--- src/design/tie_pkg.sv ---
`default_nettype none

package tie_pkg;

  localparam int unsigned REG_COUNT = 8;

  typedef logic [15:0] word_t;
  typedef logic [2:0]  ridx_t;

  typedef enum logic [6:0] {
    OP_ADD = 7'd0,
    OP_ADI = 7'd1,
    OP_BRZ = 7'd2,
    OP_HLT = 7'd3,
    OP_JMP = 7'd4,
    OP_LD  = 7'd5,
    OP_LDI = 7'd6,
    OP_SET = 7'd7,
    OP_SHL = 7'd8,
    OP_ST  = 7'd9,
    OP_SUB = 7'd10
  } opcode_e;

  typedef enum logic [1:0] {
    ST_EXEC   = 2'd0,
    ST_HALT   = 2'd1,
    ST_UNIMPL = 2'd2
  } status_e;

  typedef struct packed {
    logic [6:0] opc;
    ridx_t      f1;
    ridx_t      f2;
    ridx_t      f3;
  } instr_t;

  typedef struct packed {
    word_t instr;
    word_t following_word;
  } in_item_t;

  typedef struct packed {
    status_e status;
    word_t   next_pc;
    logic    reg_written;
    ridx_t   reg_index;
    word_t   reg_value;
    logic    mem_written;
    word_t   mem_address;
    word_t   mem_value;
  } out_item_t;

endpackage

`default_nettype wire

--- src/design/tie_alu.sv ---
`default_nettype none

module tie_alu import tie_pkg::*; (
  input  wire in_item_t  item_i,
  input  wire word_t     pc_i,
  input  wire word_t     opa_i,    // R[f2]
  input  wire word_t     opb_i,    // R[f1] for a store, R[f3] otherwise
  output out_item_t      res_o,
  output logic           is_ld_o
);

  instr_t  ins;
  opcode_e op;
  word_t   pc_inc;

  assign ins    = instr_t'(item_i.instr);
  assign op     = opcode_e'(ins.opc);
  assign pc_inc = pc_i + 16'd1;

  always_comb begin
    res_o         = '0;
    res_o.status  = ST_EXEC;
    res_o.next_pc = pc_i;
    is_ld_o       = 1'b0;
    unique case (op)
      OP_ADD: begin
        res_o.reg_written = 1'b1;
        res_o.reg_value   = opa_i + opb_i;
        res_o.next_pc     = pc_inc;
      end
      OP_ADI: begin
        res_o.reg_written = 1'b1;
        res_o.reg_value   = opa_i + {13'b0, ins.f3};
        res_o.next_pc     = pc_inc;
      end
      OP_BRZ: begin
        res_o.next_pc = (opa_i == '0) ? pc_i + {10'b0, ins.f1, ins.f3} : pc_inc;
      end
      OP_HLT: begin
        res_o.status = ST_HALT;
      end
      OP_JMP: begin
        res_o.next_pc = opa_i;
      end
      OP_LD: begin
        // value comes from the data memory read register, not from this unit
        res_o.reg_written = 1'b1;
        res_o.next_pc     = pc_inc;
        is_ld_o           = 1'b1;
      end
      OP_LDI: begin
        res_o.reg_written = 1'b1;
        res_o.reg_value   = {13'b0, ins.f3};
        res_o.next_pc     = pc_inc;
      end
      OP_SET: begin
        res_o.reg_written = 1'b1;
        res_o.reg_value   = item_i.following_word;
        res_o.next_pc     = pc_i + 16'd2;
      end
      OP_SHL: begin
        res_o.reg_written = 1'b1;
        res_o.reg_value   = {opb_i[14:0], 1'b0};
        res_o.next_pc     = pc_inc;
      end
      OP_ST: begin
        res_o.mem_written = 1'b1;
        res_o.mem_address = opb_i;
        res_o.mem_value   = opa_i;
        res_o.next_pc     = pc_inc;
      end
      OP_SUB: begin
        res_o.reg_written = 1'b1;
        res_o.reg_value   = opa_i - opb_i;
        res_o.next_pc     = pc_inc;
      end
      default: begin
        res_o.status = ST_UNIMPL;
      end
    endcase
    if (res_o.reg_written) begin
      res_o.reg_index = ins.f1;
    end
  end

endmodule

`default_nettype wire

--- config.mk ---
export PLATFORM = sky130hd
export DESIGN_NAME = tie_alu
export DESIGN_NICKNAME = d
export VERILOG_FILES = /design/src/design/tie_pkg.sv /design/src/design/tie_alu.sv
export SDC_FILE = /design/constraint.sdc
export NUM_CORES = 1
export LEC_CHECK = 0
export BUFFER_PORTS_ARGS = -buffer_cell sky130_fd_sc_hd__buf_2
export CORE_MARGIN = 1.5
export CORE_UTILIZATION = 40
export DETAILED_ROUTE_END_ITERATION = 8
export PLACE_DENSITY = 0.68
export SLEW_MARGIN = 25
export SYNTH_ARGS = -nofsm -noshare
export SYNTH_HDL_FRONTEND = slang
export SYNTH_SLANG_ARGS = --single-unit
--- constraint.sdc ---
create_clock -name vclk -period 8.1
set_input_delay 0 -clock vclk [all_inputs]
set_output_delay 0 -clock vclk [all_outputs]
set_load 0.005 [all_outputs]
==> results.ini <==
[outcome]
status = finished clean

[clock_network]
cts-resized-gates = 0
postCtsSetupBuffers = 0
cts_hold_buffers = 0

[finish]
n_fill_cell = 872
layout_commonest_cell = buf_2
drive_above_1_share_pct = 25.34
area_growth_pct = 23.09
final_cell_mix = buf_2, nand2_1, o21ai_0
seq_cells = 0
layout.nets = 770
clockBufferCount = 0
seq_area_um2 = 0
antenna_cells = 0
multi_input_area_um2 = 3209
finish.instance_area_um2 = 4169

[floorplanning]
die_w_um = 95.02
rows = 33
coreArea_um2 = 8217
start_util_pct = 41.22
ios = 152
die_y_um = 95.02
design.die.area_um2 = 9029

[place]
gp_congestion = 0.9352
dp_hpwl_mm = 10.45
place_area_um2 = 4169
portBuffers = 149

[route]
viasPerCell = 6.166
finalWirelength_mm = 13.20
dr.pass1.iters = 5
drtAntennaViolNets = 0
drtIter0Drc = 320
vias = 4711
routedWlPerCell_um = 17.27
drc = 0

[hold_path]
min_path_cells = 3
worstHoldEndpoint = res_o[49]
min_path_type = in -> out
min_from = item_i[22]

[timing]
slew_violations = 0
fin_crit_ns = 3.745
finalSetupTns_ns = 0
maxSlewHeadroom_pct = 32.25
setup_violations = 0
worst_slew_pin_slew_ns = 1.013
rsz0062_at_grt = false
fmax_ghz = 0.2670
fin_crit_sh_pct = 46.23
finalHoldViolCount = 0

[pwr]
ir_drop_v = 0.00002807
pwr_density_cell_nw_per_um2 = 44.98
p_leak_uw = 0.001884

[logic_synthesis]
postSynthCellCount = 538
synthTopCellsByArea = ha_1, o21ai_0, and2_1
synth_top_area_share_pct = 9.974
seq_area_frac_synth_pct = 0
ys.warnings.count = 0
synth_area_um2 = 3387
synth.distinct_cells = 66
syn-num-nets = 647
synth.avg_cell_area_um2 = 6.296
yosysTopAreaCell = ha_1

[critical_path]
crit_path_start = item_i[26]
path_cells = buf_2 -> or4b_4 -> nor2_1 -> o21ai_0 -> a221oi_1 -> ha_1 -> a21oi_1 -> nand2_1 -> o22ai_1 -> o31ai_1 -> a221oi_1 -> xnor2_1 -> o21ai_1 -> buf_2
start_kind = input pin
slowest_stage = or4b_4
end_kind = output port
path_delay_family = compound AO/OA/AOI/OAI gates
critical_path_buf_inv_count = 2
cp_max_fo = 17
cpPeakStageDelay_ns = 0.59
arrival_ns = 3.74
cp_data_required_time_ns = 8.10
path_class = in -> out

[flow_run]
drv_cap = 0

[grt]
grt_max_degree = 24
gr-total-overflow = 0
grt_pass1_wl_mm = 20.46
grt_usage_pct = 28.24
grt_pass1_vias = 4284
antenna_found_initial = 0

routing by layer:
layer  track usage, %  vias to the layer above  routed length (um)
li1                 -                     2280                   -
met1            36.58                     2168                5592
met2            50.77                      247                6261
met3            1.754                       16                1128
met4            6.592                        0                 212
met5                0                        -                   0
kinds of logic (layout without fill, tap and decap cells):
group                    Yosys count  after routing  share of synthesized area [%]
buffers and inverters             48            169                          5.652
AND/OR/NAND/NOR                  223            223                          33.73
XOR/XNOR                          32             32                          8.275
AO/OA/AOI/OAI                    204            204                          40.60
multiplexers                       2              2                         0.5911
adder cells (fa/ha/maj)           29             29                          11.16
per-stage QoR:
| step | worst slack, ns | cells | power (uW) | hold WS, ns | util (%) |
|---|---|---|---|---|---|
| floorplan | 5.125 | 538 | 117.2 | 0.1075 | - |
| global placement | 4.404 | 764 | 180.5 | 0.2891 | 50.71 |
| detailed placement | 4.404 | 764 | 184.2 | 0.2906 | 50.74 |
| CTS | 4.378 | 764 | 185.4 | 0.2927 | 50.74 |
| global route | 4.094 | 764 | 207.2 | 0.3077 | 50.74 |
| finish | 4.355 | 764 | 187.5 | 0.2913 | 50.74 |
final cells by class:
type,instances,area share [%]
repair buffers,151,18.25
inverters,18,1.621
multi-input cells,490,76.98
well taps,105,3.151
worst max path at each step:
| stage | end | slack [ns] | depth (start not counted) |
|---|---|---|---|
| finish | res_o[48] | 4.36 | 14 |
| global route | res_o[45] | 4.09 | 14 |
| CTS | res_o[45] | 4.38 | 14 |
| detailed placement | res_o[45] | 4.40 | 14 |
| global placement | res_o[45] | 4.40 | 14 |
| floorplan | res_o[47] | 5.12 | 14 |
worst min-delay path, delay by kind of cell:
kind	cells	cell delay (ns)
buffers and inverters	2	0.19
AND/OR/NAND/NOR	1	0.10
power by group:
part           total [uW]  switching, uW  internal, uW  leakage (uW)
Combinational         188            110          77.7       0.00188
Sequential              0              0             0             0
Clock                   0              0             0             0
cells in the mapped netlist (all sizes together), types with 3 or more instances:
library cell and instances:
nand2b 7, a22oi 16, nand3 17, a21oi 42, o22a 3, nor2b 3, xor2 9, xnor2 23
a221o 5, clkbuf 21, o21a 7, nor2 45, and2 34, a211oi 9, or2 5, o311ai 3
ha 27, and3 3, buf 9, a221oi 10, nand2 53, o21bai 7, a21o 8, nor3 25
o21ai 55, or3 7, a31oi 4, o211ai 7, inv 18, nand4 5, nor4 10
Note: power is estimated with default switching activity, not from simulation.
