### src/design/tie_ram.sv
`default_nettype none

module tie_ram #(
  parameter int unsigned WIDTH = 16,
  parameter int unsigned DEPTH = 8
) (
  input  wire logic                     clk_i,
  input  wire logic                     we_i,
  input  wire logic [$clog2(DEPTH)-1:0] waddr_i,
  input  wire logic [WIDTH-1:0]         wdata_i,
  input  wire logic                     re_i,
  input  wire logic [$clog2(DEPTH)-1:0] raddr_i,
  output logic      [WIDTH-1:0]         rdata_o
);

  logic [WIDTH-1:0] mem_q [DEPTH];
  logic [WIDTH-1:0] rdata_q;

  always_ff @(posedge clk_i) begin
    if (we_i) begin
      mem_q[waddr_i] <= wdata_i;
    end
    if (re_i) begin
      rdata_q <= mem_q[raddr_i];
    end
  end

  assign rdata_o = rdata_q;

endmodule

`default_nettype wire

### config.mk
export PLATFORM = sky130hd
export DESIGN_NAME = tie_ram
export DESIGN_NICKNAME = d
export VERILOG_FILES = /design/src/design/tie_ram.sv
export SDC_FILE = /design/constraint.sdc
export NUM_CORES = 1
export LEC_CHECK = 0
export BUFFER_PORTS_ARGS = -buffer_cell sky130_fd_sc_hd__buf_4
export CAP_MARGIN = 40
export CORE_UTILIZATION = 35
export CTS_CLUSTER_DIAMETER = 40
export DETAILED_ROUTE_END_ITERATION = 12
export SLEW_MARGIN = 20
export SYNTH_ARGS = -nofsm -noshare
export SYNTH_HDL_FRONTEND = slang
export SYNTH_SLANG_ARGS = --single-unit
export TNS_END_PERCENT = 20
### constraint.sdc
create_clock -name clk_i -period 4.77 [get_ports clk_i]
set_clock_uncertainty 0.15 [all_clocks]
set_input_delay 0.477 -clock clk_i [delete_from_list [all_inputs] [get_ports clk_i]]
set_output_delay 0.477 -clock clk_i [all_outputs]
set_load 0.01 [all_outputs]
==> results.py, run 1 <==
metrics = {
    "grt": {
        "grt_pass1_wl_um": 14500,
        "busiest_layer": "met2",
        "grt_pass1_vias": 2499,
        "use_met3_pct": 4.72,
        "grt_max_degree": 33,
        "grt.total_usage_pct": 12.9,
        "use_met2_pct": 21.4,
        "antenna_found_initial": 0,
        "overflow": 0,
        "met1_usage_pct": 15.7,
    },
    "sta": {
        "rsz0062_at_grt": "no",
        "min_period_ns": 1.85,
        "worstMarginPinSlew_ns": 0.553,
        "worst_slack_ns": 2.92,
        "hold_viol": 0,
        "fmax_mhz": 541,
        "finalSetupViolCount": 0,
        "slew_viol_final": 0,
        "relSlewSlack_pct": 63.1,
        "fin_crit_sh_pct": 38.8,
        "tns_ns": 0,
    },
    "final_layout": {
        "areaGrowthSynthToFinish_pct": 22.3,
        "final_cell_area_um2": 6670,
        "antenna_cells": 0,
        "multiInputGateArea_um2": 1070,
        "ff_latch_area_um2": 4320,
        "layout.nets": 297,
        "layout_commonest_cell": "edfxtp_1",
        "final_cell_mix": "144 x edfxtp_1, 48 x buf_4, 28 x mux4_1, 17 x clkbuf_16, 16 x mux2_2",
        "fill_cells": 1281,
        "drive_above_1_share_pct": 34.0,
    },
    "place": {
        "place.gp.congestion": 0.674,
        "place_ws_ns": 2.47,
        "port_buffers": 40,
        "detailed_place_hpwl_um": 4950,
        "placedInstanceArea_um2": 5990,
    },
    "flow_run": {
        "cap_violations": 0,
    },
    "pwr": {
        "internal-power_mw": 2.55,
        "netSwitchingFraction_pct": 17.7,
        "p_sw_mw": 0.548,
        "p_leak_nw": 2.28,
        "clock_power_share_pct": 48.4,
        "seqPwrFrac_pct": 47.1,
        "ir_worst_vdd_mv": 0.276,
        "fin_total_pwr_mw": 3.10,
        "p_comb_share_pct": 4.6,
        "powerDensity_nw_per_um2": 464,
    },
    "floorplan": {
        "io-pin-count": 41,
        "die_h_um": 127,
        "core_um2": 15200,
        "start_util_pct": 35.9,
        "row_count": 45,
        "dieArea_um2": 16100,
        "die_x_um": 127,
    },
    "logic_synthesis": {
        "synth_cell_types": 11,
        "syn_area_per_cell_um2": 25.5,
        "synth.largest_area_cell": "edfxtp_1",
        "post_synth_inst_count": 214,
        "seq_area_frac_synth_pct": 79.3,
        "yosysWarnings": 0,
        "synth_fp_nets": 239,
        "synth_area_leaders": "edfxtp_1 79%, mux4_1 13%, mux2_2 3.3%, mux4_2 1.7%, buf_6 0.83%",
        "synth_area_um2": 5450,
        "netlist.area_leader.share_pct": 79.3,
        "ys_ff_latch": 144,
    },
    "min_path": {
        "holdCritStartpoint": "wdata_i[5]",
        "hold_path.class": "input pin to register",
        "hold_end": "mem_q[6][5]$_DFFE_PP_",
        "holdPathStages": 1,
    },
    "worst_setup_path": {
        "crit_fanout": 32,
        "cp_data_required_time_ns": 4.78,
        "cp-start-kind": "input pin",
        "crit_path_top_delay_cell": "mux4_1",
        "critPathArrivalTime_ns": 1.86,
        "slowest_delay_ns": 0.64,
        "worst-r2r-cell-count": 2,
        "path_class": "input pin to register",
        "r2r-end": "rdata_o[15]$_DFFE_PP_",
        "path_cells": "buf_4, mux4_1, mux2_2",
        "reg2reg_slack_ns": 3.20,
        "critPathCaptureType": "register",
        "r2r_start": "mem_q[1][15]$_DFFE_PP_",
    },
    "clock_tree": {
        "cts_max_level": 4,
        "numCtsBuffers": 17,
        "post_cts_buffers": 0,
        "cts-resized-gates": 0,
        "root_buffer": "clkbuf_16",
        "cts_tree": "done",
        "clk_path_buf_depth": 2,
        "clkSlewWorstSetupHoldPaths_ns": 0.06,
        "clkLatencyLatePin_ns": 0.41,
        "clock-sinks": 144,
        "cts_hold_buf": 0,
    },
    "status": {
        "status": "complete, no violations",
    },
    "detailed_routing": {
        "vias_per_cell": 4.98,
        "vias": 2355,
        "drt-pass1-iter-count": 4,
        "drc": 0,
        "drtAntennaViolNets": 0,
        "wire_per_inst_um": 20.0,
        "wirelength_um": 9470,
        "first_iter_violations": 155,
    },
}
## sequential cells by signal, indices dropped and copies added, names as in the netlist
register and cells:
mem_q 128, rdata_o 16
## stage by stage
step / utilization, % / hold slack, ns / cells
final: 43.9 / 0.148 / 473
after detailed placement: 39.4 / 0.561 / 441
after global placement: 39.4 / 0.559 / 441
after CTS: 43.9 / 0.130 / 473
after global routing: 43.9 / 0.127 / 473
after floorplan: - / 0.426 / 214
## worst max path at each step
stage	from	to	slack, ns	cells past startpoint
floorplan	waddr_i[2]	mem_q[0][0]$_DFFE_PP_	2.42	2
global placement	raddr_i[0]	rdata_o[14]$_DFFE_PP_	2.49	3
CTS	raddr_i[0]	rdata_o[14]$_DFFE_PP_	2.89	3
detailed placement	raddr_i[0]	rdata_o[2]$_DFFE_PP_	2.47	3
global route	raddr_i[0]	rdata_o[12]$_DFFE_PP_	2.87	3
finish	raddr_i[0]	rdata_o[1]$_DFFE_PP_	2.92	3
## routing by layer
layer	part of all wire (%)	vias to the layer above
met3	4.2	4
met2	52	47
met1	43	1247
met5	0	-
met4	0.58	0
li1	-	1057
## critical path: cells and delay by family
kind | cells | cell delay (ns)
buffers and inverters | 1 | 0.44
multiplexers | 2 | 0.92
## kinds of logic after synthesis
| group | count (synthesis) | synth area share, % |
|---|---|---|
| flip-flops | 144 | 79.3 |
| multiplexers | 48 | 18.4 |
| AND/OR/NAND/NOR | 13 | 1.08 |
| buffers and inverters | 9 | 1.19 |
## Yosys cell counts
cell,n
edfxtp_1,144
mux4_1,28
mux2_2,16
nor2_1,6
buf_1,4
buf_6,4
mux4_2,4
nand2b_1,3
nand2_1,2
nor3_1,2
clkbuf_2,1
## power groups by stage
| stage | clock network (mW) | logic (mW) | registers, mW |
|---|---|---|---|
| floorplan | 0 | 0.0720 | 1.49 |
| detailed placement | 0 | 0.145 | 1.48 |
| global route | 1.58 | 0.153 | 1.46 |
| finish | 1.50 | 0.141 | 1.46 |
| global placement | 0 | 0.141 | 1.48 |
| CTS | 1.53 | 0.145 | 1.46 |
## cell type report
type	count	area share, %
Sequential cell	144	64.8
Multi-Input combinational cell	61	16.1
Clock buffer	20	6.55
Timing Repair Buffer	48	5.40
Clock inverter	12	3.56
Tap cell	188	3.53
Note: power is estimated with default switching activity, not from simulation.
==> run 2, diff against run 1 <==
Clock period 4.77 ns to 1.6 ns, I/O delays scaled along.
==> run 2 against run 1 <==
Against the previous run:
- largest power group is now registers
- sequential share of layout area is 3.1 points lower
- largest cell class unchanged
- worst hold slack worse by 0.14 ns
- highest routed layer unchanged
- register-to-register slack worse by 3.2 ns
==> results.py, run 2 (synthesis gave the netlist of run 1 again) <==
metrics = {
    "clock_tree": {
        "cts_max_level": 4,
        "numCtsBuffers": 17,
        "clk_path_buf_depth": 2,
        "cts-resized-gates": 0,
        "clkSlewWorstSetupHoldPaths_ns": 0.06,
        "post_cts_buffers": 0,
        "cts_tree": "done",
        "clock-sinks": 144,
        "root_buffer": "clkbuf_16",
        "clkLatencyLatePin_ns": 0.41,
    },
    "final_layout": {
        "antenna_cells": 0,
        "largest_reg_flops": 128,
        "layout_commonest_cell": "edfxtp_1",
        "ff_latch_area_um2": 4320,
        "final_cell_area_um2": 7000,
        "fin_cells": 496,
        "multiInputGateArea_um2": 1070,
        "layout.nets": 320,
        "drive_above_1_share_pct": 35.1,
        "final_cell_mix": "144 x edfxtp_1, 42 x buf_4, 28 x mux4_1, 17 x clkbuf_16",
        "fill_cells": 1259,
        "max_flop_register": "mem_q",
        "areaGrowthSynthToFinish_pct": 28.4,
    },
    "detailed_routing": {
        "drtAntennaViolNets": 0,
        "drt-pass1-iter-count": 4,
        "first_iter_violations": 134,
        "wirelength_um": 9580,
        "wire_per_inst_um": 19.3,
        "drc": 0,
        "vias_per_cell": 4.84,
        "vias": 2400,
    },
    "pwr": {
        "powerDensity_nw_per_um2": 1290,
        "p_leak_nw": 2.40,
        "ir_worst_vdd_mv": 0.838,
        "fin_total_pwr_mw": 9.00,
    },
    "sta": {
        "slew_viol_final": 0,
        "finalSetupViolCount": 0,
        "rsz0062_at_grt": "no",
        "min_period_ns": 1.55,
        "fin_crit_sh_pct": 96.9,
        "worstMarginPinSlew_ns": 0.289,
        "relSlewSlack_pct": 80.7,
        "hold_viol": 0,
        "fmax_mhz": 645,
    },
    "floorplan": {
        "die_h_um": 127,
        "dieArea_um2": 16100,
        "row_count": 45,
        "core_um2": 15200,
        "start_util_pct": 35.9,
        "io-pin-count": 41,
        "die_x_um": 127,
    },
    "worst_setup_path": {
        "cp-start-kind": "register",
        "critPathArrivalTime_ns": 1.56,
        "path_class": "register to register",
        "cp_data_required_time_ns": 1.61,
        "crit_fanout": 1,
        "critPathCaptureType": "register",
    },
    "place": {
        "detailed_place_hpwl_um": 5640,
        "dp_cells": 448,
        "placedInstanceArea_um2": 6210,
        "place.gp.congestion": 0.644,
        "port_buffers": 40,
    },
    "flow_run": {
        "cap_violations": 0,
    },
    "status": {
        "status": "complete, no violations",
    },
    "min_path": {
        "hold_path.class": "input pin to register",
    },
    "grt": {
        "grt_pass1_vias": 2486,
        "grt_max_degree": 17,
        "antenna_found_initial": 0,
        "overflow": 0,
        "grt.total_usage_pct": 13.2,
        "grt_pass1_wl_um": 14600,
    },
}
## run 2: cell count changes in the layout (fill, tap and decap cells not counted), sizes merged
cell / before / now
dlygate4sd3: 0 / 16
buf: 48 / 55
inv: 0 / 5
bufinv: 7 / 4
clkbuf: 20 / 17
clkinvlp: 2 / 4
clkinv: 3 / 2
## run 2: critical path, cell delays in order (launching register included)
cell,delay (ns)
edfxtp_1,0.36
mux4_1,0.51
mux2_2,0.27
## run 2: layout make-up
type	count	area share, %
Sequential cell	144	61.8
Clock buffer	17	6.08
Timing Repair Buffer	71	10.5
Multi-Input combinational cell	61	15.4
Tap cell	188	3.36
Clock inverter	15	2.95
## run 2: per-layer routing
layer  routed length (µm)  track usage (%)  up-vias
met4                   89             5.53        0
li1                     -                -     1105
met1                 4160             16.0     1237
met2                 4940             21.6       49
met5                    0                0        -
met3                  399             4.47        9
## run 2: timing repair
action	in CTS	in global routing
endpoints found under the hold margin	128	0
hold buffers	16	0
setup endpoints to repair	0	0
## run 2: power by group
part | internal [mW] | total (mW) | switching, mW | leakage, nW
combinational | 0.281 | 0.502 | 0.221 | 0.791
clock | 2.63 | 4.16 | 1.53 | 0.295
sequential | 4.31 | 4.34 | 0.0342 | 1.32
total | 7.22 | 9.00 | 1.78 | 2.40
## run 2: per-stage QoR
stage                     util, %  worst slack, ns  setup TNS [ns]  hold WS [ns]
after global placement       40.8           -0.142           -1.87         0.241
after global routing         46.1          0.00654               0       0.00192
final                        46.1           0.0494               0       0.00373
after detailed placement     40.8           -0.169           -1.99         0.247
after CTS                    46.1           0.0372               0      0.000598
after floorplan                 -           -0.342           -5.67         0.109
## run 2: worst paths after layout
kind | cells after the start | endpoint | from | slack [ns]
worst max-delay path | 2 | rdata_o[4]$_DFFE_PP_ | mem_q[3][4]$_DFFE_PP_ | 0.05
worst min-delay path | 1 | rdata_o[14]$_DFFE_PP_ | re_i | 0.004
worst max register to register | 2 | rdata_o[4]$_DFFE_PP_ | mem_q[3][4]$_DFFE_PP_ | 0.05
worst min register to register | 2 | rdata_o[14]$_DFFE_PP_ | mem_q[7][14]$_DFFE_PP_ | 0.60
